**config.mk**
```make
export PLATFORM = sky130hd
export DESIGN_NAME = chunk_cache_lru_lookup
export DESIGN_NICKNAME = d
export VERILOG_FILES = /design/src/rtl/cclru_pkg.sv /design/src/rtl/cclru_cell.sv /design/src/rtl/chunk_cache_lru_lookup.sv
export SDC_FILE = /design/constraint.sdc
export NUM_CORES = 2
export LEC_CHECK = 0
export BUFFER_PORTS_ARGS = -buffer_cell sky130_fd_sc_hd__buf_2
export CAP_MARGIN = 30
export CELL_PAD_IN_SITES_DETAIL_PLACEMENT = 0
export CELL_PAD_IN_SITES_GLOBAL_PLACEMENT = 1
export CORE_MARGIN = 2
export CORE_UTILIZATION = 50
export CTS_BUF_LIST = sky130_fd_sc_hd__clkbuf_4 sky130_fd_sc_hd__clkbuf_8
export CTS_CLUSTER_DIAMETER = 200
export CTS_CLUSTER_SIZE = 20
export DETAILED_ROUTE_END_ITERATION = 16
export PLACE_DENSITY = 0.86
export SYNTH_ARGS = -nofsm -noshare
export SYNTH_HDL_FRONTEND = slang
export SYNTH_SLANG_ARGS = --single-unit
```
**constraint.sdc**
```tcl
create_clock -name clk_i -period 3.8 [get_ports clk_i]
set_input_delay 0.19 -clock clk_i [delete_from_list [all_inputs] [get_ports clk_i]]
set_output_delay 0.19 -clock clk_i [all_outputs]
set_load 0.005 [all_outputs]
```
**src/rtl/cclru_pkg.sv**
```systemverilog
package cclru_pkg;

  localparam int unsigned ADDR_W         = 32;
  localparam int unsigned STAMP_W        = 32;
  localparam int unsigned CFG_W          = 4;
  localparam int unsigned SLOT_OUT_W     = 3;
  localparam int unsigned CHUNK_OUT_W    = 17;
  localparam int unsigned SLOTS_DEF      = 8;
  localparam int unsigned CHUNK_BITS_DEF = 15;
  localparam int unsigned ACTIVE_MIN     = 2;
  localparam logic [CFG_W-1:0] ACTIVE_RESET = 4'd8;

  typedef struct packed {
    logic valid;
    logic hit;
    logic have_empty;
    logic have_best;
    logic victim_valid;
  } ctl_t;

  typedef struct packed {
    logic en;
    logic install;
  } wr_t;

endpackage

```
**src/rtl/cclru_cell.sv**
```systemverilog
module cclru_cell #(
  parameter int unsigned TAG_W  = 17,
  parameter int unsigned SLOT_W = 3,
  parameter int unsigned INDEX  = 0
) (
  input  logic                          clk_i,
  input  logic                          rst_ni,
  input  logic                          en_i,
  input  cclru_pkg::ctl_t               ctl_i,
  input  logic [TAG_W-1:0]              chunk_i,
  input  logic [cclru_pkg::STAMP_W-1:0] best_i,
  input  logic [SLOT_W-1:0]             victim_i,
  input  logic [TAG_W-1:0]              vtag_i,
  output cclru_pkg::ctl_t               ctl_o,
  output logic [TAG_W-1:0]              chunk_o,
  output logic [cclru_pkg::STAMP_W-1:0] best_o,
  output logic [SLOT_W-1:0]             victim_o,
  output logic [TAG_W-1:0]              vtag_o,
  input  cclru_pkg::wr_t                wr_i,
  input  logic [SLOT_W-1:0]             wr_idx_i,
  input  logic [TAG_W-1:0]              wr_tag_i,
  input  logic [cclru_pkg::STAMP_W-1:0] wr_stamp_i
);

  localparam logic [SLOT_W-1:0] MY_IDX = SLOT_W'(INDEX);

  logic                          valid_q;
  logic [TAG_W-1:0]              tag_q;
  logic [cclru_pkg::STAMP_W-1:0] stamp_q;

  cclru_pkg::ctl_t               ctl_d, ctl_q;
  logic [TAG_W-1:0]              chunk_q;
  logic [cclru_pkg::STAMP_W-1:0] best_d, best_q;
  logic [SLOT_W-1:0]             victim_d, victim_q;
  logic [TAG_W-1:0]              vtag_d, vtag_q;
  logic                          wr_me;

  assign wr_me = wr_i.en && (wr_idx_i == MY_IDX);

  always_comb begin
    ctl_d    = ctl_i;
    best_d   = best_i;
    victim_d = victim_i;
    vtag_d   = vtag_i;
    if (ctl_i.valid && en_i && !ctl_i.hit) begin
      if (valid_q && (tag_q == chunk_i)) begin
        ctl_d.hit = 1'b1;
        victim_d  = MY_IDX;
      end else if (!valid_q) begin
        if (!ctl_i.have_empty) begin
          ctl_d.have_empty   = 1'b1;
          ctl_d.victim_valid = 1'b0;
          victim_d           = MY_IDX;
          vtag_d             = '0;
        end
      end else if (!ctl_i.have_empty) begin
        if (!ctl_i.have_best || (stamp_q < best_i)) begin
          ctl_d.have_best    = 1'b1;
          ctl_d.victim_valid = 1'b1;
          best_d             = stamp_q;
          victim_d           = MY_IDX;
          vtag_d             = tag_q;
        end
      end
    end
  end

  always_ff @(posedge clk_i or negedge rst_ni) begin
    if (!rst_ni) begin
      valid_q <= 1'b0;
      tag_q   <= '0;
      stamp_q <= '0;
    end else if (wr_me) begin
      stamp_q <= wr_stamp_i;
      if (wr_i.install) begin
        valid_q <= 1'b1;
        tag_q   <= wr_tag_i;
      end
    end
  end

  always_ff @(posedge clk_i or negedge rst_ni) begin
    if (!rst_ni) begin
      ctl_q <= '0;
    end else begin
      ctl_q <= ctl_d;
    end
  end

  always_ff @(posedge clk_i) begin
    chunk_q  <= chunk_i;
    best_q   <= best_d;
    victim_q <= victim_d;
    vtag_q   <= vtag_d;
  end

  assign ctl_o    = ctl_q;
  assign chunk_o  = chunk_q;
  assign best_o   = best_q;
  assign victim_o = victim_q;
  assign vtag_o   = vtag_q;

endmodule

```
**src/rtl/chunk_cache_lru_lookup.sv**
```systemverilog
// Channel   Direction  Handshake              Payload
// request   in         start && !busy         address_i
// result    out        done_o (one cycle)     slot_o, hit_o, fill_chunk_o,
//                                             evict_valid_o, evict_chunk_o
// config    in         cfg_we_i               cfg_wdata_i (active slots)
//
// A request walks the chain of slot cells, one cell per cycle, then commits the
// tag/stamp update and registers the result.
// done_o pulses in the cycle after the commit; busy drops in that same cycle.
// Reset empties all slots, clears the access counter and sets active slots to 8.
// The receiver cannot stall; each result shows for exactly one cycle.
module chunk_cache_lru_lookup #(
  parameter int unsigned SLOTS      = cclru_pkg::SLOTS_DEF,
  parameter int unsigned CHUNK_BITS = cclru_pkg::CHUNK_BITS_DEF
) (
  input  logic                              clk_i,
  input  logic                              rst_ni,
  input  logic                              start,
  output logic                              busy,
  input  logic [cclru_pkg::ADDR_W-1:0]      address_i,
  output logic                              done_o,
  output logic [cclru_pkg::SLOT_OUT_W-1:0]  slot_o,
  output logic                              hit_o,
  output logic [cclru_pkg::CHUNK_OUT_W-1:0] fill_chunk_o,
  output logic                              evict_valid_o,
  output logic [cclru_pkg::CHUNK_OUT_W-1:0] evict_chunk_o,
  input  logic                              cfg_we_i,
  input  logic [cclru_pkg::CFG_W-1:0]       cfg_wdata_i
);

  localparam int unsigned TAG_W  = cclru_pkg::ADDR_W - CHUNK_BITS;
  localparam int unsigned SLOT_W = $clog2(SLOTS);

  logic [cclru_pkg::CFG_W-1:0]   active_q;
  logic [cclru_pkg::STAMP_W-1:0] clock_q, clock_d;
  logic                          busy_q;
  logic                          accept;
  logic                          commit;

  cclru_pkg::ctl_t               ctl    [SLOTS+1];
  logic [TAG_W-1:0]              chunk  [SLOTS+1];
  logic [cclru_pkg::STAMP_W-1:0] best   [SLOTS+1];
  logic [SLOT_W-1:0]             victim [SLOTS+1];
  logic [TAG_W-1:0]              vtag   [SLOTS+1];
  logic [SLOTS-1:0]              en;

  cclru_pkg::wr_t                wr;
  logic [cclru_pkg::ADDR_W-1:0]  slot_ext, fill_ext, evict_ext;

  logic                              done_q;
  logic [cclru_pkg::SLOT_OUT_W-1:0]  slot_q;
  logic                              hit_q;
  logic [cclru_pkg::CHUNK_OUT_W-1:0] fill_q;
  logic                              evict_valid_q;
  logic [cclru_pkg::CHUNK_OUT_W-1:0] evict_q;

  assign accept = start && !busy_q;
  assign busy   = busy_q;

  assign ctl[0]    = '{valid: accept, hit: 1'b0, have_empty: 1'b0,
                       have_best: 1'b0, victim_valid: 1'b0};
  assign chunk[0]  = address_i[cclru_pkg::ADDR_W-1:CHUNK_BITS];
  assign best[0]   = '0;
  assign victim[0] = '0;
  assign vtag[0]   = '0;

  for (genvar g = 0; g < SLOTS; g++) begin : g_cell
    assign en[g] = (g < cclru_pkg::ACTIVE_MIN) ||
                   (32'(g) < 32'(active_q));

    cclru_cell #(
      .TAG_W (TAG_W),
      .SLOT_W(SLOT_W),
      .INDEX (g)
    ) u_cell (
      .clk_i     (clk_i),
      .rst_ni    (rst_ni),
      .en_i      (en[g]),
      .ctl_i     (ctl[g]),
      .chunk_i   (chunk[g]),
      .best_i    (best[g]),
      .victim_i  (victim[g]),
      .vtag_i    (vtag[g]),
      .ctl_o     (ctl[g+1]),
      .chunk_o   (chunk[g+1]),
      .best_o    (best[g+1]),
      .victim_o  (victim[g+1]),
      .vtag_o    (vtag[g+1]),
      .wr_i      (wr),
      .wr_idx_i  (victim[SLOTS]),
      .wr_tag_i  (chunk[SLOTS]),
      .wr_stamp_i(clock_d)
    );
  end

  assign commit     = ctl[SLOTS].valid;
  assign clock_d    = clock_q + 1'b1;
  assign wr.en      = commit;
  assign wr.install = !ctl[SLOTS].hit;

  assign slot_ext  = 32'(victim[SLOTS]);
  assign fill_ext  = 32'(chunk[SLOTS]);
  assign evict_ext = 32'(vtag[SLOTS]);

  always_ff @(posedge clk_i or negedge rst_ni) begin
    if (!rst_ni) begin
      active_q <= cclru_pkg::ACTIVE_RESET;
    end else if (cfg_we_i) begin
      active_q <= cfg_wdata_i;
    end
  end

  always_ff @(posedge clk_i or negedge rst_ni) begin
    if (!rst_ni) begin
      busy_q  <= 1'b0;
      clock_q <= '0;
      done_q  <= 1'b0;
    end else begin
      done_q <= commit;
      if (accept) begin
        busy_q <= 1'b1;
      end else if (commit) begin
        busy_q <= 1'b0;
      end
      if (commit) begin
        clock_q <= clock_d;
      end
    end
  end

  always_ff @(posedge clk_i) begin
    if (commit) begin
      slot_q <= slot_ext[cclru_pkg::SLOT_OUT_W-1:0];
      hit_q  <= ctl[SLOTS].hit;
      if (ctl[SLOTS].hit) begin
        fill_q        <= '0;
        evict_valid_q <= 1'b0;
        evict_q       <= '0;
      end else begin
        fill_q        <= fill_ext[cclru_pkg::CHUNK_OUT_W-1:0];
        evict_valid_q <= ctl[SLOTS].victim_valid;
        evict_q       <= evict_ext[cclru_pkg::CHUNK_OUT_W-1:0];
      end
    end
  end

  assign done_o        = done_q;
  assign slot_o        = slot_q;
  assign hit_o         = hit_q;
  assign fill_chunk_o  = fill_q;
  assign evict_valid_o = evict_valid_q;
  assign evict_chunk_o = evict_q;

endmodule

```
# Word level (Yosys, flattened, before mapping)
# Cells that the tools add are included.
# classes
add_sub_neg	1
magnitude_cmp	13
eq_ne	15
n_mux	183
bitwise_logic	4
reduce_logical	64
# ops
cell	n
32-bit two-way mux	30
17-bit two-way mux	42
32-bit < comparator	7
3-bit two-way mux	46
17-bit == test	8
1-bit two-way mux	43
32-bit by 1-bit adder with 32-bit output (second input constant)	1
4-bit two-way mux	8
1-bit logical AND	30
2-bit two-way mux	14
3-bit by 4-bit < comparator with 1-bit output (first input constant)	4
2-bit AND reduction	8
1-bit zero test	15
3-bit == test (second input constant)	4
2-bit by 4-bit < comparator with 1-bit output (first input constant)	2
1-bit logical OR	7
3-bit by 2-bit == test with 1-bit output (second input constant)	2
1-bit inverter	4
3-bit by 1-bit == test with 1-bit output (second input constant)	1
3-bit zero test	1
3-bit OR reduction	1
2-bit nonzero test	1
2-bit OR reduction	1
# totals
ff_bits	1032
in_bits	40
output_inout_bits	41
word_cells	382

# Logic depth before layout (Yosys ltp)
# logic_depth
depth_word	7
depth_mapped	11
ltp_nobuf	9

# Hierarchy
# A second synthesis with hierarchy kept.
# hier_totals
cells_unflattened	3963
area_unflattened_um2	45127.0
# modules_own_cells
module	n_inst	cells_per_inst	area_per_inst_um2	seq_area_each_um2
cclru_cell at g_cell[3].u_cell ...	2	491	5200.0	2757.6
cclru_cell at g_cell[1].u_cell ...	2	424	5183.7	2757.6
cclru_cell at g_cell[0].u_cell	1	423	5186.2	2757.6
cclru_cell at g_cell[6].u_cell	1	490	5181.2	2757.6
cclru_cell at g_cell[7].u_cell	1	491	5180.0	2757.6
cclru_cell at g_cell[4].u_cell	1	424	5178.7	2757.6
chunk_cache_lru_lookup	1	305	3633.5	2123.3

# Worst setup path before layout
# OpenSTA, ideal clock, no wires.
# synth_path
path_kind	flip-flop to flip-flop
from	register g_cell[7].u_cell.ctl_q (netlist bit g_cell[7].u_cell.ctl_o[4])
to	register g_cell[6].u_cell.tag_q[10]
arrival_time_ns	2.961
setup_slack_ns	0.714
stages_incl_launch_ff	7
n_path_buf	2
path_cell_list	dfrtp_1 -> nor2b_1 -> clkbuf_1 -> nand3_1 -> nor2_1 -> clkbuf_1 -> mux2_2
# synth_via
elab_chain_cells	2
# synth_lines
item	line_no	text
start, declared	cclru_cell.sv:31	cclru_pkg::ctl_t ctl_d, ctl_q;
start signal, assigned	cclru_cell.sv:86	ctl_q <= ctl_d;
1-bit logical AND	cclru_cell.sv:38	assign wr_me = wr_i.en && (wr_idx_i == MY_IDX);
2-bit AND reduction (no source line)	--	
end signal, assigned	cclru_cell.sv:77	tag_q <= wr_tag_i;
end, declared	cclru_cell.sv:28	logic [TAG_W-1:0] tag_q;
# No other way between the ends.
# A chain may end at the register's enable or synchronous reset.

# Worst setup path in the final report
# layout_path
from	register active_q[0] (netlist bit)
to	register g_cell[4].u_cell.best_q (netlist bit g_cell[4].u_cell.best_o[0])
# layout_via
elab_chain_cells	4
# layout_lines
item	line_no	text
start, declared	chunk_cache_lru_lookup.sv:34	logic [cclru_pkg::CFG_W-1:0] active_q;
start signal, assigned	chunk_cache_lru_lookup.sv:107	active_q <= cclru_pkg::ACTIVE_RESET;
start signal, assigned	chunk_cache_lru_lookup.sv:109	active_q <= cfg_wdata_i;
3-bit by 4-bit < comparator with 1-bit output	chunk_cache_lru_lookup.sv:69	(32'(g) < 32'(active_q));
1-bit logical AND (2 in a row)	cclru_cell.sv:45	if (ctl_i.valid && en_i && !ctl_i.hit) begin
32-bit two-way mux	cclru_cell.sv:45	
net g_cell[4].u_cell.best_d, one bit	cclru_cell.sv:33	logic [cclru_pkg::STAMP_W-1:0] best_d, best_q;
end signal, assigned	cclru_cell.sv:92	best_q <= best_d;
end, declared	cclru_cell.sv:33	
# The timed path passes the listed nets, and every way through them passes these cells.

==> impl_metrics.env <==
export IMPL_max_slew_margin=0.322
export IMPL_tightest_slew_ns=1.01
export IMPL_setup_tns_ns=0
export IMPL_vias=25200
export IMPL_yosys_most_used_dff="dfxtp_1"
export IMPL_holdWs_ns=0.0728
export IMPL_syn_inst=3758
export IMPL_ioPinCount=81
export IMPL_async_flop_share=0.463
export IMPL_start_util=0.507
export IMPL_period_minus_slack_ns=3.43
export IMPL_final_hold_violation_count=0
export IMPL_drc_errors=0
export IMPL_synth_enable_flop_cells=39
export IMPL_grt_ovfl_total=0
export IMPL_dr_pass1_iters=6
export IMPL_antenna_found_initial=1
export IMPL_syn_to_final_growth_pct=8.13
export IMPL_dp_hpwl_mm=60.3
export IMPL_ys_warn_count=0
export IMPL_grt_max_degree=93
export IMPL_io_buffers=65
export IMPL_dieArea_um2=84200
export IMPL_yosys_register_bits=1027
export IMPL_drtIter0Drc=1445
export IMPL_multi_input_comb_area_um2=16100
export IMPL_fin_skew_ns=0.0932
export IMPL_synth_distinct_cells=74
export IMPL_cts_buffer_depth=3
export IMPL_synth_seq_area_share=0.570
export IMPL_rows=104
export IMPL_p_leak_nw=19.5
export IMPL_grt_pass1_wl_mm=136
export IMPL_cp_max_fo=34
export IMPL_finalSetupViolations=0
export IMPL_core_um2=80800
export IMPL_htree_levels=2
export IMPL_ant_nets=0
export IMPL_power_density_nw_per_um2=445
export IMPL_synth_area_um2=40900
export IMPL_cts_sinks=1027
export IMPL_critPathKind="flip-flop to flip-flop"
export IMPL_nets=4106
export IMPL_end_kind="flip-flop"
export IMPL_place_inst=4818
export IMPL_drv_slew=0
export IMPL_fp_dieH_um=290
export IMPL_fin_crit_sh=0.904
export IMPL_grt_usage=0.198
export IMPL_synth_net_count=4016
export IMPL_rsz0062_at_grt="no"
export IMPL_maxCapViolations=0
export IMPL_crit_arrival_ns=4.02
export IMPL_syn_mean_instance_area_um2=10.9
export IMPL_cts_buffers=57
export IMPL_vdd_drop_max_mv=0.292
export IMPL_critPathLaunchType="flip-flop"
export IMPL_drive_above_1_share=0.138
export IMPL_grt_pass1_vias=24900
export IMPL_holdCritPathClass="input port to asynchronous set/reset pin"
export IMPL_place_congestion=0.853
export IMPL_cp_required_ns=4.38
export IMPL_final_seq_area_um2=23300
export IMPL_avgRoutedWirePerCell_um=16.7
export IMPL_cts_tree="yes"
export IMPL_clk_latency_ns=0.77
export IMPL_die_w_um=290
export IMPL_fmax_mhz=291
export IMPL_wirelength_mm=82.6
export IMPL_drt_vias_per_instance=5.08
export IMPL_nFillCells=6978
export IMPL_outcome="completed"
export IMPL_path_clk_slew_ns=0.12
export IMPL_stdcell_count=4957
export IMPL_root_buffer="clkbuf_8"
-- final cells by class --
cell class,instances,area share
Multi-Input combinational cell,2318,0.363
Antenna cell,1,0.0000565
Clock inverter,4,0.00155
Sequential cell,1027,0.527
Tap cell,1060,0.0300
Timing Repair Buffer,179,0.0301
Clock buffer,103,0.0255
Inverter,265,0.0225
-- sequential cells by signal (all words and copies together), names as in the netlist --
register	count
evict_chunk_o	17
g_cell.u_cell.tag_q	136
evict_valid_o	1
g_cell.u_cell.victim_o	17
g_cell.u_cell.stamp_q	256
g_cell.u_cell.best_o	224
active_q	4
slot_o	3
busy	1
fill_chunk_o	17
g_cell.u_cell.valid_q	8
clock_q	32
g_cell.u_cell.ctl_o	37
g_cell.u_cell.vtag_o	136
done_o	1
g_cell.u_cell.chunk_o	136
hit_o	1
-- worst paths after layout --
path / cells past startpoint / endpoint / slack (ns) / from
worst max-delay path: 7 / g_cell[4].u_cell.best_o[0]$_DFF_P_ / 0.37 / active_q[0]$_DFFE_PN0P_
worst min-delay path: 2 / g_cell[0].u_cell.tag_q[9]$_DFFE_PN0P_ / 0.07 / rst_ni
worst max register to register: 7 / g_cell[4].u_cell.best_o[0]$_DFF_P_ / 0.37 / active_q[0]$_DFFE_PN0P_
worst min register to register: 0 / g_cell[3].u_cell.chunk_o[11]$_DFF_P_ / 0.32 / g_cell[2].u_cell.chunk_o[11]$_DFF_P_
max in group asynchronous: 3 / g_cell[7].u_cell.stamp_q[6]$_DFFE_PN0P_ / 2.72 / rst_ni
min in group clk_i: 2 / g_cell[0].u_cell.chunk_o[10]$_DFF_P_ / 0.15 / address_i[25]
-- what timing repair did --
item | in CTS | in global routing
endpoints found under the hold margin | 108 | 0
setup buffers | 0 | 0
hold buffers | 27 | 0
resized for setup | 0 | 0
-- layout by cell type (no fill, tap or decap), types with 60 or more instances in the layout --
cell type and n:
a21oi_1 107, and2_1 60, buf_2 64, buf_4 81
dfrtp_1 472, dfxtp_1 513, ha_1 218, inv_1 264
mux2_2 211, nand2_1 468, nand3_1 95, nor2_1 81
o21ai_0 425, xnor2_1 130, xor2_1 63
-- metrics by stage --
step | power (mW) | util | setup slack, ns | instance area, µm²
after floorplan | 13.8 | - | 0.714 | 40900
after global placement | 14.6 | 0.529 | 0.602 | 42700
after detailed placement | 14.7 | 0.529 | 0.543 | 42800
after CTS | 19.9 | 0.547 | 0.423 | 44200
after global routing | 20.7 | 0.548 | 0.126 | 44300
final | 19.7 | 0.548 | 0.366 | 44300
-- cell usage after synthesis, drive strengths merged (4+ instances only) --
master	instances	area, µm²
o21bai	9	67.6
nand4	57	357
buf	32	168
xnor2	130	1140
and3	17	106
a31oi	7	43.8
o21a	7	52.6
a211o	4	35.0
a211oi	7	57.6
edfxtp	39	1170
nand2	472	1770
a221oi	11	96.3
and2	61	382
a21oi	107	536
mux2i	51	510
or2	10	62.6
nor3b	5	42.5
mux2	241	2830
and4	19	166
nand2b	24	150
clkbuf	116	435
inv	264	991
nor3	25	125
nor2b	48	300
a32o	17	170
or3	4	25.0
a22o	18	158
o21ai	428	2140
ha	218	2730
nand3	100	500
nor4	18	119
dfrtp	474	11900
a21o	18	135
xor2	63	552
dfxtp	513	10300
nor2	85	319
-- metal layers --
metal	GRT usage	up-vias	part of all wire	wire length, µm
met3	0.0207	95	0.035	2920
li1	-	12900	-	-
met4	0.0483	0	0.022	1790
met5	0	-	0	0
met1	0.306	11800	0.52	42900
met2	0.298	371	0.42	35000
-- where the power goes --
| group | total, mW | internal, mW | switching, mW |
|---|---|---|---|
| logic | 2.28 | 1.01 | 1.27 |
| clock network | 5.19 | 1.91 | 3.28 |
| registers | 12.2 | 11.6 | 0.608 |
| total | 19.7 | 14.6 | 5.16 |
-- cells by family after synthesis --
logic type,count (synthesis),share of synthesized area
AOI/OAI and AO/OA,661,0.0917
xor gates and xnor gates,193,0.0413
adders and majority gates,218,0.0666
buffers and inverters,413,0.0390
DFF,1027,0.570
muxes,292,0.0815
and+or+nand+nor,954,0.110
-- worst max-delay path, stage by stage, from the launching register on --
cell and delay [ns]:
dfrtp_1 0.41, o21a_1 0.24, o21ai_1 0.35, nor3_1 0.11, a2111oi_0 0.61, nor3b_4 0.88
buf_12 0.26, mux2_2 0.35
Power figures use the tool's default switching activity.
